===== src/rtl/fspa_pkg.sv =====
`timescale 1ns / 1ps
// ----------------------------------------------------------------------------
// Slot pool allocator package
// Field widths, operation and status codes, register indexes and the
// divider request bundle shared by the allocator files.
// ----------------------------------------------------------------------------
package fspa_pkg;

  localparam int unsigned FUNC_W     = 2;
  localparam int unsigned OFF_W      = 32;
  localparam int unsigned STATUS_W   = 3;
  localparam int unsigned SLOT_OFF_W = 26;
  localparam int unsigned IDX_W      = 10;
  localparam int unsigned SIZE_RAW_W = 16;
  localparam int unsigned SIZE_W     = 17;
  localparam int unsigned CNT_CFG_W  = 11;
  localparam int unsigned CFG_DATA_W = 16;
  localparam int unsigned CFG_IDX_W  = 1;

  // Slot size rounding: add seven, clear the low three bits, floor at eight
  localparam int unsigned SIZE_ROUND_ADD = 7;
  localparam int unsigned SIZE_ALIGN_LSB = 3;
  localparam int unsigned MIN_SLOT_SIZE  = 8;

  localparam int unsigned SLOT_SIZE_RST  = 8;
  localparam int unsigned SLOT_COUNT_RST = 1024;

  localparam logic [CFG_IDX_W-1:0] CFG_SLOT_SIZE  = 1'b0;
  localparam logic [CFG_IDX_W-1:0] CFG_SLOT_COUNT = 1'b1;

  typedef enum logic [FUNC_W-1:0] {
    FN_INIT  = 2'd0,
    FN_ALLOC = 2'd1,
    FN_FREE  = 2'd2
  } func_e;

  typedef enum logic [STATUS_W-1:0] {
    ST_ALLOC = 3'd0,
    ST_EMPTY = 3'd1,
    ST_FREED = 3'd2,
    ST_OOB   = 3'd3,
    ST_FULL  = 3'd4,
    ST_INIT  = 3'd5
  } status_e;

  typedef struct packed {
    logic              start;
    logic [OFF_W-1:0]  dividend;
    logic [SIZE_W-1:0] divisor;
  } div_req_t;

endpackage


===== src/rtl/fspa_div.sv =====
`timescale 1ns / 1ps
// ----------------------------------------------------------------------------
// Slot index divider
// Restoring division of a byte offset by the slot size, one quotient bit
// per cycle. The quotient must fit in QW bits.
// ----------------------------------------------------------------------------
module fspa_div #(
  parameter int unsigned QW = 10
) (
  input  logic               clk_i,
  input  logic               rst_ni,
  input  fspa_pkg::div_req_t req_i,
  output logic               done_o,
  output logic [QW-1:0]      quot_o
);
  import fspa_pkg::*;

  localparam int unsigned SD_W = SIZE_W + QW - 1;
  localparam int unsigned RW   = (SD_W > OFF_W) ? SD_W : OFF_W;
  localparam int unsigned STW  = $clog2(QW + 1);

  logic [RW-1:0]   rem_q, rem_d;
  logic [SD_W-1:0] sd_q, sd_d;
  logic [QW-1:0]   quo_q, quo_d;
  logic [STW-1:0]  steps_q, steps_d;
  logic            busy_q, busy_d;
  logic            done_q, done_d;
  logic            ge;

  always_comb begin
    rem_d   = rem_q;
    sd_d    = sd_q;
    quo_d   = quo_q;
    steps_d = steps_q;
    busy_d  = busy_q;
    done_d  = 1'b0;
    ge      = rem_q >= RW'(sd_q);
    if (req_i.start) begin
      rem_d   = RW'(req_i.dividend);
      sd_d    = SD_W'(req_i.divisor) << (QW - 1);
      quo_d   = '0;
      steps_d = STW'(QW);
      busy_d  = 1'b1;
    end else if (busy_q) begin
      if (ge) begin
        rem_d = rem_q - RW'(sd_q);
      end
      quo_d   = (quo_q << 1) | QW'(ge);
      sd_d    = sd_q >> 1;
      steps_d = steps_q - STW'(1);
      if (steps_q == STW'(1)) begin
        busy_d = 1'b0;
        done_d = 1'b1;
      end
    end
  end

  always_ff @(posedge clk_i or negedge rst_ni) begin
    if (!rst_ni) begin
      busy_q  <= 1'b0;
      done_q  <= 1'b0;
      steps_q <= '0;
    end else begin
      busy_q  <= busy_d;
      done_q  <= done_d;
      steps_q <= steps_d;
    end
  end

  always_ff @(posedge clk_i) begin
    rem_q <= rem_d;
    sd_q  <= sd_d;
    quo_q <= quo_d;
  end

  assign done_o = done_q;
  assign quot_o = quo_q;

endmodule


===== config.mk =====
export PLATFORM = sky130hd
export DESIGN_NAME = fspa_div
export DESIGN_NICKNAME = d
export VERILOG_FILES = /design/src/rtl/fspa_pkg.sv /design/src/rtl/fspa_div.sv
export SDC_FILE = /design/constraint.sdc
export NUM_CORES = 1
export LEC_CHECK = 0
export ABC_CLOCK_PERIOD_IN_PS = 6200
export BUFFER_PORTS_ARGS = -buffer_cell sky130_fd_sc_hd__buf_2
export CAP_MARGIN = 5
export CORE_ASPECT_RATIO = 0.6
export CORE_MARGIN = 2
export CORE_UTILIZATION = 30
export CTS_BUF_LIST = sky130_fd_sc_hd__clkbuf_4 sky130_fd_sc_hd__clkbuf_8 sky130_fd_sc_hd__clkbuf_16
export CTS_CLUSTER_DIAMETER = 30
export DETAILED_ROUTE_END_ITERATION = 12
export PLACE_DENSITY = 0.56
export SLEW_MARGIN = 0
export SYNTH_ARGS = -nofsm -noshare
export SYNTH_HDL_FRONTEND = slang
export SYNTH_SLANG_ARGS = --single-unit

===== constraint.sdc =====
create_clock -name clk_i -period 6.2 [get_ports clk_i]
set_input_delay 0.62 -clock clk_i [delete_from_list [all_inputs] [get_ports clk_i]]
set_output_delay 0.62 -clock clk_i [all_outputs]
set_load 0.005 [all_outputs]

==> results_dict.tcl, run 1 <==
set metrics [dict create \
    p_int_uw 1420 \
    async_flop_share_pct 8.11 \
    grt_max_degree 57 \
    rsz0062_at_grt "no" \
    row_count 35 \
    p_leak_uw 0.00247 \
    drt_iter0_drc 309 \
    ys.flop_type "edfxtp_1" \
    vias 4066 \
    pwr_density_cell_nw_per_um2 424 \
    clkSinkCount 74 \
    finalSetupViolCount 0 \
    core_area_sq_um 15500 \
    maxSlewHeadroom_pct 36.3 \
    synth_edf_count 49 \
    critPathCaptureType "register" \
    final_nets 661 \
    finalSetupTns_ns 0 \
    synth_cell_types 68 \
    die_w_um 168 \
    critPathMostFrequentCell "nor3_1" \
    postCtsSetupBuffers 0 \
    finalHoldViolCount 0 \
    status "complete, no violations" \
    hold_buffers 0 \
    r2r_slack_ns 2.74 \
    wl_per_cell_um 16.4 \
    min_period_ns 3.46 \
    drtAntennaViolNets 0 \
    clk_pin_slew_ns 0.06 \
    num_io_pins 63 \
    drt_pass1_iterations 5 \
    dieHeight_um 102 \
    critPathKind "register to register" \
    clock_latency_ns 0.35 \
    design_area_sq_um 5630 \
    reg2reg_from "sd_q[12]$_DFFE_PP_" \
    reg2reg_to "rem_q[30]$_DFFE_PP_" \
    start_kind "register" \
    worstPathRequired_ns 6.22 \
    port-buffer-count 62 \
    yosysSeqAreaShare_pct 41.5 \
    crit_slowest_cell "o31ai_4" \
    dieArea_sq_um 17100 \
    antennaDiodeCount 0 \
    initial_utilization_pct 31.0 \
    syn-num-nets 608 \
    ys_ff_latch 74 \
    drcViolationCount 0 \
    cts_resized 0 \
    sw_frac_of_total_pct 40.3 \
    final.period_utilization_pct 55.8 \
    grt_pass1_wl_mm 20.3 \
    layout_commonest_cell "nand2_1" \
    cts_root_buf "clkbuf_16" \
    yosysTopAreaCellShare_pct 30.5 \
    placed_cell_area_sq_um 5330 \
    most-common-layout-cells "nand2_1 (62), buf_2 (61), nor2_1 (52)" \
    area_growth_syn_to_layout_pct 16.6 \
    critPathTopFamily "compound AO/OA/AOI/OAI gates" \
    synthTopCellsByArea "edfxtp_1 (30%), dfxtp_1 (7.9%), ha_1 (7.3%)" \
    maxCapViolCount 0 \
    synthCells 527 \
    antenna_found_initial 0 \
    worstPathCellList "inv_1, ha_1, nand2_1, nor3_1, o21ai_0, a21oi_1, nor3_1, o31ai_4, buf_4" \
    hpwl_mm 9.79 \
    cp.arrival_ns 3.48 \
    grt_pass1_vias 3856 \
    cts_buffers 9 \
    r2r_cells 9 \
    avgViaCountPerCell 5.16 \
    p_comb_share_pct 47.7 \
    gr-usage-all-layers_pct 15.5 \
    p_total_uw 2390 \
    drt-total-wl_mm 12.9 \
    syn-mean-instance-area_sq_um 9.15 \
    fmax_ghz 0.289 \
    setup_ws_ns 2.74 \
    hold_class "input port to asynchronous set/reset pin" \
    final_max_slew_viol_count 0 \
    dp_cells 772 \
    clockBufferDepth 2 \
    cp_slowest_stage_delay_ns 0.83 \
    clkPwrFrac_pct 21.8 \
    critical_path_peak_fanout 17 \
    worst_pin_slew_ns 0.956 \
    finClkSkew_ns 0.00857 \
    grt_overflow_total 0 \
    syn_area_sq_um 4820 \
    ir_drop_mv 0.139 \
    switchingPower_uw 963 \
    yosys_warnings 0 \
    final_cells 788 \
    seqPwrFrac_pct 30.6 \
    pre_cts_ws_ns 2.66 \
    place_congestion 0.916 \
    yosys.area.top_type "edfxtp_1" \
    htreeDepth 3 \
    drive_gt1_share_pct 16.6 \
    cp_num_buf_inv 2 \
    cts_tree "done" \
]
==> how the worst max path moves through the flow <==
stage                                   start                   to  slack [ns]  cells past startpoint
after floorplan           rem_q[15]$_DFFE_PP_   rem_q[0]$_DFFE_PP_        1.80                      8
after global placement     sd_q[15]$_DFFE_PP_   rem_q[9]$_DFFE_PP_        2.92                      9
after detailed placement   sd_q[12]$_DFFE_PP_  rem_q[18]$_DFFE_PP_        2.66                      9
after CTS                  sd_q[12]$_DFFE_PP_  rem_q[30]$_DFFE_PP_        2.66                      9
after global routing       sd_q[12]$_DFFE_PP_  rem_q[17]$_DFFE_PP_        2.52                      9
final                      sd_q[12]$_DFFE_PP_  rem_q[30]$_DFFE_PP_        2.74                      9
==> cell families (layout without fill, tap and decap cells) <==
logic type,count (synthesis),count (layout),share of synthesized area (%)
XOR/XNOR,22,22,3.99
flip-flops,74,74,41.5
adder cells (fa/ha/maj),29,29,7.68
buffers and inverters,63,121,5.11
AND/OR/NAND/NOR,168,168,16.1
multiplexers,24,24,5.11
AO/OA/AOI/OAI,147,147,20.5
==> per-layer routing <==
metal	share of wire (%)	vias to the layer above	GRT usage [%]	wire length, um
met5	0	-	0	0
met4	0.81	0	4.01	105
met3	6.6	8	3.95	854
met2	37	140	20.9	4810
met1	55	1899	24.1	7140
li1	-	2019	-	-
==> flip-flops by register name, summed over array words and instances (netlist names) <==
name / flops
quot_o: 10
rem_q: 32
done_o: 1
sd_q: 26
steps_q: 4
busy_q: 1
==> power groups by stage <==
| stage | clock [uW] | sequential, uW | combinational, uW |
|---|---|---|---|
| after global placement | 0 | 733 | 1110 |
| after detailed placement | 0 | 738 | 1120 |
| after CTS | 534 | 730 | 1120 |
| after global routing | 553 | 742 | 1270 |
| final | 520 | 730 | 1140 |
| after floorplan | 0 | 718 | 865 |
==> per-stage QoR <==
step | util, % | hold slack, ns
4_1_cts | 36.2 | 0.0866
6_report | 36.2 | 0.0953
5_1_grt | 36.2 | 0.0943
3_3_place_gp | 34.3 | 0.449
2_1_floorplan | - | 0.324
3_5_place_dp | 34.3 | 0.455
==> final cells by class <==
cell class              instances  area [sq um]
fillers                      1612          9920
well taps                     203           254
flip-flops and latches         74          2000
inverters                      40           150
clock buffers                  11           258
multi-input cells             390          2590
repair buffers                 65           335
clock inverters                 5          37.5
==> worst reg2reg max path: stages (launching register included) <==
cell      delay (ns)
edfxtp_1        0.37
inv_1           0.05
ha_1            0.38
nand2_1         0.18
nor3_1          0.34
o21ai_0         0.14
a21oi_1         0.26
nor3_1          0.15
o31ai_4         0.83
buf_4           0.42
==> cells in the mapped netlist, types with 4 or more instances <==
| master | count |
|---|---|
| dfxtp_1 | 19 |
| nor2_1 | 52 |
| ha_1 | 28 |
| o21a_1 | 8 |
| edfxtp_1 | 49 |
| inv_1 | 39 |
| xor2_1 | 10 |
| mux2_2 | 5 |
| nand2_1 | 62 |
| nand4_1 | 5 |
| a31oi_1 | 4 |
| nor4_1 | 5 |
| o31ai_1 | 14 |
| o21ai_0 | 33 |
| buf_1 | 4 |
| xnor2_1 | 12 |
| nor3_1 | 13 |
| nand3_1 | 4 |
| a21oi_1 | 33 |
| a22o_1 | 6 |
| mux2i_1 | 19 |
| dfrtp_1 | 6 |
| a21o_1 | 13 |
| clkbuf_1 | 13 |
| o21bai_1 | 4 |
(Power assumes the default switching activity.)
==> inputs of run 2 (changes only) <==
--- a/config.mk
+++ b/config.mk
@@ -5,7 +5,7 @@
 export SDC_FILE = /design/constraint.sdc
 export NUM_CORES = 1
 export LEC_CHECK = 0
-export ABC_CLOCK_PERIOD_IN_PS = 6200
+export ABC_CLOCK_PERIOD_IN_PS = 3610
 export BUFFER_PORTS_ARGS = -buffer_cell sky130_fd_sc_hd__buf_2
 export CAP_MARGIN = 5
 export CORE_ASPECT_RATIO = 0.6
==> constraint.sdc (replaced) <==
create_clock -name clk_i -period 3.61 [get_ports clk_i]
set_input_delay 0.361 -clock clk_i [delete_from_list [all_inputs] [get_ports clk_i]]
set_output_delay 0.361 -clock clk_i [all_outputs]
set_load 0.005 [all_outputs]
==> results_dict.tcl, run 2 (synthesis results as in run 1) <==
set metrics [dict create \
    clk_pin_slew_ns 0.06 \
    avgViaCountPerCell 5.19 \
    worstHoldStart "req_i[32]" \
    htreeDepth 3 \
    final_nets 665 \
    die_w_um 168 \
    drt_pass1_iterations 5 \
    area_growth_syn_to_layout_pct 17.2 \
    clkSinkCount 74 \
    min_to "rem_q[15]$_DFFE_PP_" \
    clockBufferDepth 2 \
    r2r_cells 11 \
    regMostFlops "rem_q" \
    r2r_slack_ns 0.43 \
    hold_class "input port to register" \
    hold_depth 3 \
    initial_utilization_pct 31.0 \
    cts_root_buf "clkbuf_16" \
    start_kind "register" \
    num_io_pins 63 \
    drtAntennaViolNets 0 \
    pre_cts_ws_ns 0.437 \
    final_max_slew_viol_count 0 \
    antennaDiodeCount 0 \
    antenna_found_initial 0 \
    dieHeight_um 102 \
    reg2reg_from "rem_q[0]$_DFFE_PP_" \
    port-buffer-count 62 \
    finalHoldViolCount 0 \
    pwr_density_cell_nw_per_um2 723 \
    grt_pass1_vias 4068 \
    ff_latch_area_sq_um 2000 \
    maxCapViolCount 0 \
    fillers 1585 \
    most-common-layout-cells "nand2_1 (62), buf_2 (61), nor2_1 (52)" \
    critPathKind "register to register" \
    final_cells 792 \
    clock_latency_ns 0.35 \
    ir_drop_mv 0.273 \
    core_area_sq_um 15500 \
    grt_max_degree 65 \
    status "complete, no violations" \
    critical_path_peak_fanout 24 \
    drcViolationCount 0 \
    setup_ws_ns 0.429 \
    grt_overflow_total 0 \
    cts_buffers 9 \
    final_util_pct 36.4 \
    maxSlewHeadroom_pct 42.4 \
    finalSetupTns_ns 0 \
    cp.arrival_ns 3.28 \
    dp_cells 775 \
    row_count 35 \
    finalSetupViolCount 0 \
    largest_reg_flops 32 \
    layout_commonest_cell "nand2_1" \
    drive_gt1_share_pct 17.0 \
    rsz0062_at_grt "no" \
    fmax_ghz 0.314 \
    dieArea_sq_um 17100 \
    min_period_ns 3.18 \
    reg2reg_to "rem_q[24]$_DFFE_PP_" \
    cts_tree "done" \
    p_leak_uw 0.00249 \
    gr-usage-all-layers_pct 15.9 \
    place_congestion 0.906 \
    worstPathRequired_ns 3.71 \
    drt-total-wl_mm 12.9 \
    critPathCaptureType "register" \
    finClkSkew_ns 0.0106 \
    hpwl_mm 9.66 \
    multi_input_area_sq_um 2590 \
    vias 4114 \
    p_total_uw 4090 \
    drt_iter0_drc 268 \
    final.period_utilization_pct 88.1 \
    wl_per_cell_um 16.3 \
    worst_pin_slew_ns 0.862 \
    grt_pass1_wl_mm 21.1 \
]
-- run 2: power breakdown --
part,switching (uW),total [uW],internal (uW)
clock network,355,845,490
registers,95.3,1250,1150
logic,1200,1990,792
-- run 2: metal layers --
metal / vias to the layer above / GRT usage (%) / part of all wire [%]
li1: 2035 / - / -
met1: 1940 / 23.4 / 53
met2: 127 / 23.4 / 40
met3: 12 / 3.49 / 6.5
met4: 0 / 4.21 / 0.93
met5: - / 0 / 0
-- run 2: how the worst max path moves through the flow --
stage | startpoint | to | slack [ns] | depth (start not counted)
final | rem_q[0]$_DFFE_PP_ | rem_q[24]$_DFFE_PP_ | 0.43 | 11
after global routing | rem_q[0]$_DFFE_PP_ | rem_q[28]$_DFFE_PP_ | 0.15 | 11
after CTS | rem_q[0]$_DFFE_PP_ | rem_q[28]$_DFFE_PP_ | 0.41 | 11
after detailed placement | rem_q[0]$_DFFE_PP_ | rem_q[29]$_DFFE_PP_ | 0.44 | 11
after global placement | rem_q[0]$_DFFE_PP_ | rem_q[29]$_DFFE_PP_ | 0.55 | 11
after floorplan | rem_q[15]$_DFFE_PP_ | rem_q[0]$_DFFE_PP_ | 0.20 | 8
-- run 2: area by class of cell --
type	instances	area share [%]
sequential	74	35.4
inverter	40	2.66
timing repair buffer	69	6.73
clock buffer	12	4.38
multi-input combinational	390	45.8
clock inverter	4	0.509
tap	203	4.49
-- run 2: per-stage QoR --
| stage | cell area, sq um | hold WS, ns |
|---|---|---|
| 3_3_place_gp | 5370 | 0.190 |
| 2_1_floorplan | 4830 | 0.0654 |
| 6_report | 5650 | 0.294 |
| 4_1_cts | 5650 | 0.287 |
| 3_5_place_dp | 5370 | 0.195 |
| 5_1_grt | 5650 | 0.311 |
-- run 2: repair_timing --
action | 4_1_cts | 5_1_grt
hold endpoints to repair | 6 | 0
gates resized for setup | 0 | 0
buffers inserted | 0 | 0
hold buffers | 1 | 0
-- run 2: worst max-delay path, cell delays in order (launching register included) --
cell,delay (ns)
edfxtp_1,0.35
inv_1,0.06
ha_1,0.15
inv_1,0.05
fa_1,0.43
a211o_1,0.31
a211o_1,0.29
a21oi_1,0.24
a21oi_1,0.16
nor3_1,0.42
o31ai_4,0.23
buf_12,0.24
==> inputs of run 3 (changes only) <==
--- a/config.mk
+++ b/config.mk
@@ -8,13 +8,16 @@
 export ABC_CLOCK_PERIOD_IN_PS = 3610
 export BUFFER_PORTS_ARGS = -buffer_cell sky130_fd_sc_hd__buf_2
 export CAP_MARGIN = 5
+export CELL_PAD_IN_SITES_DETAIL_PLACEMENT = 1
+export CELL_PAD_IN_SITES_GLOBAL_PLACEMENT = 2
 export CORE_ASPECT_RATIO = 0.6
 export CORE_MARGIN = 2
 export CORE_UTILIZATION = 30
 export CTS_BUF_LIST = sky130_fd_sc_hd__clkbuf_4 sky130_fd_sc_hd__clkbuf_8 sky130_fd_sc_hd__clkbuf_16
 export CTS_CLUSTER_DIAMETER = 30
 export DETAILED_ROUTE_END_ITERATION = 12
-export PLACE_DENSITY = 0.56
+export GPL_ROUTABILITY_DRIVEN = 1
+export PLACE_DENSITY = 0.78
 export SLEW_MARGIN = 0
 export SYNTH_ARGS = -nofsm -noshare
 export SYNTH_HDL_FRONTEND = slang
==> results_dict.tcl, run 3 (synthesis results as in run 1) <==
set metrics [dict create \
    status "complete, no violations" \
    finalSetupTns_ns 0 \
    cts_buffers 9 \
    place_congestion 0.867 \
    antennaDiodeCount 0 \
    cp.arrival_ns 3.29 \
    dieHeight_um 102 \
    final_max_slew_viol_count 0 \
    die_w_um 168 \
    critPathCaptureType "register" \
    vias 4211 \
    grt_overflow_total 0 \
    sw_frac_of_total_pct 41.8 \
    start_kind "register" \
    final.period_utilization_pct 88.4 \
    avgViaCountPerCell 5.32 \
    drtAntennaViolNets 0 \
    final_nets 665 \
    cts_tree "done" \
    clk_pin_slew_ns 0.06 \
    seqPwrFrac_pct 29.6 \
    worstPathRequired_ns 3.70 \
    most-common-layout-cells "nand2_1 (62), buf_2 (61), nor2_1 (52)" \
    p_leak_uw 0.00249 \
    fillers 1821 \
    critical_path_peak_fanout 23 \
    pwr_density_cell_nw_per_um2 755 \
    core_area_sq_um 15500 \
    layout_commonest_cell "nand2_1" \
    r2r_slack_ns 0.42 \
    critPathKind "register to register" \
    holdWs_ns 0.295 \
    grt_pass1_vias 4158 \
    drt_iter0_drc 289 \
    area_growth_syn_to_layout_pct 17.6 \
    dieArea_sq_um 17100 \
    clockBufferDepth 2 \
    ir_drop_mv 0.280 \
    fmax_ghz 0.313 \
    regMostFlops "rem_q" \
    row_count 35 \
    largest_reg_flops 32 \
    p_int_uw 2490 \
    htreeDepth 3 \
    min_period_ns 3.19 \
    wl_per_cell_um 19.0 \
    cts_root_buf "clkbuf_16" \
    clkPwrFrac_pct 21.4 \
    finClkSkew_ns 0.00913 \
    num_io_pins 63 \
    hold_class "input port to register" \
    maxCapViolCount 0 \
    grt_max_degree 68 \
    drt-total-wl_mm 15.0 \
    clkSinkCount 74 \
    drcViolationCount 0 \
    grt_pass1_wl_mm 23.7 \
    port-buffer-count 62 \
    drt_pass1_iterations 5 \
    finalSetupViolCount 0 \
    p_comb_share_pct 49.0 \
    switchingPower_uw 1790 \
    maxSlewHeadroom_pct 37.3 \
    antenna_found_initial 1 \
    drive_gt1_share_pct 17.0 \
    gr-usage-all-layers_pct 18.2 \
    postCtsSetupBuffers 0 \
    worst_pin_slew_ns 0.938 \
    p_total_uw 4280 \
    rsz0062_at_grt "no" \
    hpwl_mm 11.6 \
    clock_latency_ns 0.34 \
    initial_utilization_pct 31.0 \
    finalHoldViolCount 0 \
]
-- run 3: cell types whose count changed in the layout (fill, tap and decap cells not counted) --
cell | before | now
clkinv_4 | 2 | 1
clkinvlp_4 | 0 | 1
inv_4 | 1 | 0
clkinv_2 | 1 | 2
inv_6 | 0 | 1
clkbuf_4 | 3 | 1
bufinv_16 | 0 | 1
-- run 3: power groups by stage --
stage	logic (uW)	clock network, uW	registers (uW)
final	2100	917	1270
after CTS	2060	936	1260
after global placement	1990	0	1270
after global routing	2300	977	1290
after detailed placement	2040	0	1280
after floorplan	1490	0	1230
-- run 3: timing repair --
item / in CTS / in global routing
hold endpoints to repair: 6 / 0
gates resized for setup: 0 / 0
hold buffers: 1 / 0
-- run 3: metrics by stage --
stage                     cell area [sq um]  worst slack, ns  utilization [%]  std cells
final                                  5670            0.417             36.5        792
after global routing                   5670            0.247             36.5        792
after CTS                              5670            0.403             36.5        792
after detailed placement               5370            0.429             34.5        775
after global placement                 5370            0.532             34.5        775
after floorplan                        4830            0.200                -        527
-- run 3: per-layer routing --
| metal | track usage, % | wire [um] | part of all wire [%] | up-vias |
|---|---|---|---|---|
| met2 | 24.4 | 5670 | 38 | 122 |
| li1 | - | - | - | 2019 |
| met4 | 3.95 | 148 | 0.98 | 0 |
| met5 | 0 | 0 | 0 | - |
| met1 | 28.9 | 8360 | 56 | 2059 |
| met3 | 4.30 | 850 | 5.7 | 11 |
-- run 3: layout make-up --
class	instances	area, sq um	share of cell area (%)
repair buffers	69	380	6.70
clock inverters	6	65.1	1.15
multi-input cells	390	2590	45.6
flip-flops and latches	74	2000	35.3
clock buffers	10	233	4.10
inverters	40	150	2.65
well taps	203	254	4.48
-- run 3: critical path, stage by stage, from the launching register on --
cell and delay, ns:
edfxtp_1 0.35, inv_1 0.07, ha_1 0.19, inv_1 0.07, fa_1 0.42, a211o_1 0.30, a211o_1 0.28, a21oi_1 0.25
a21oi_1 0.16, nor3_1 0.37, o31ai_4 0.22, buf_12 0.24
-- run 3: worst paths after layout --
kind	from	to	cells after the start
setup / recovery	rem_q[0]$_DFFE_PP_	rem_q[17]$_DFFE_PP_	11
max in group asynchronous	rst_ni	steps_q[1]$_DFFE_PN0P_	2
min in group asynchronous	rst_ni	steps_q[0]$_DFFE_PN0P_	2
setup reg to reg	rem_q[0]$_DFFE_PP_	rem_q[17]$_DFFE_PP_	11
hold reg to reg	quot_o[9]$_SDFFE_PP0P_	quot_o[9]$_SDFFE_PP0P_	2
hold / removal	req_i[29]	rem_q[12]$_DFFE_PP_	3
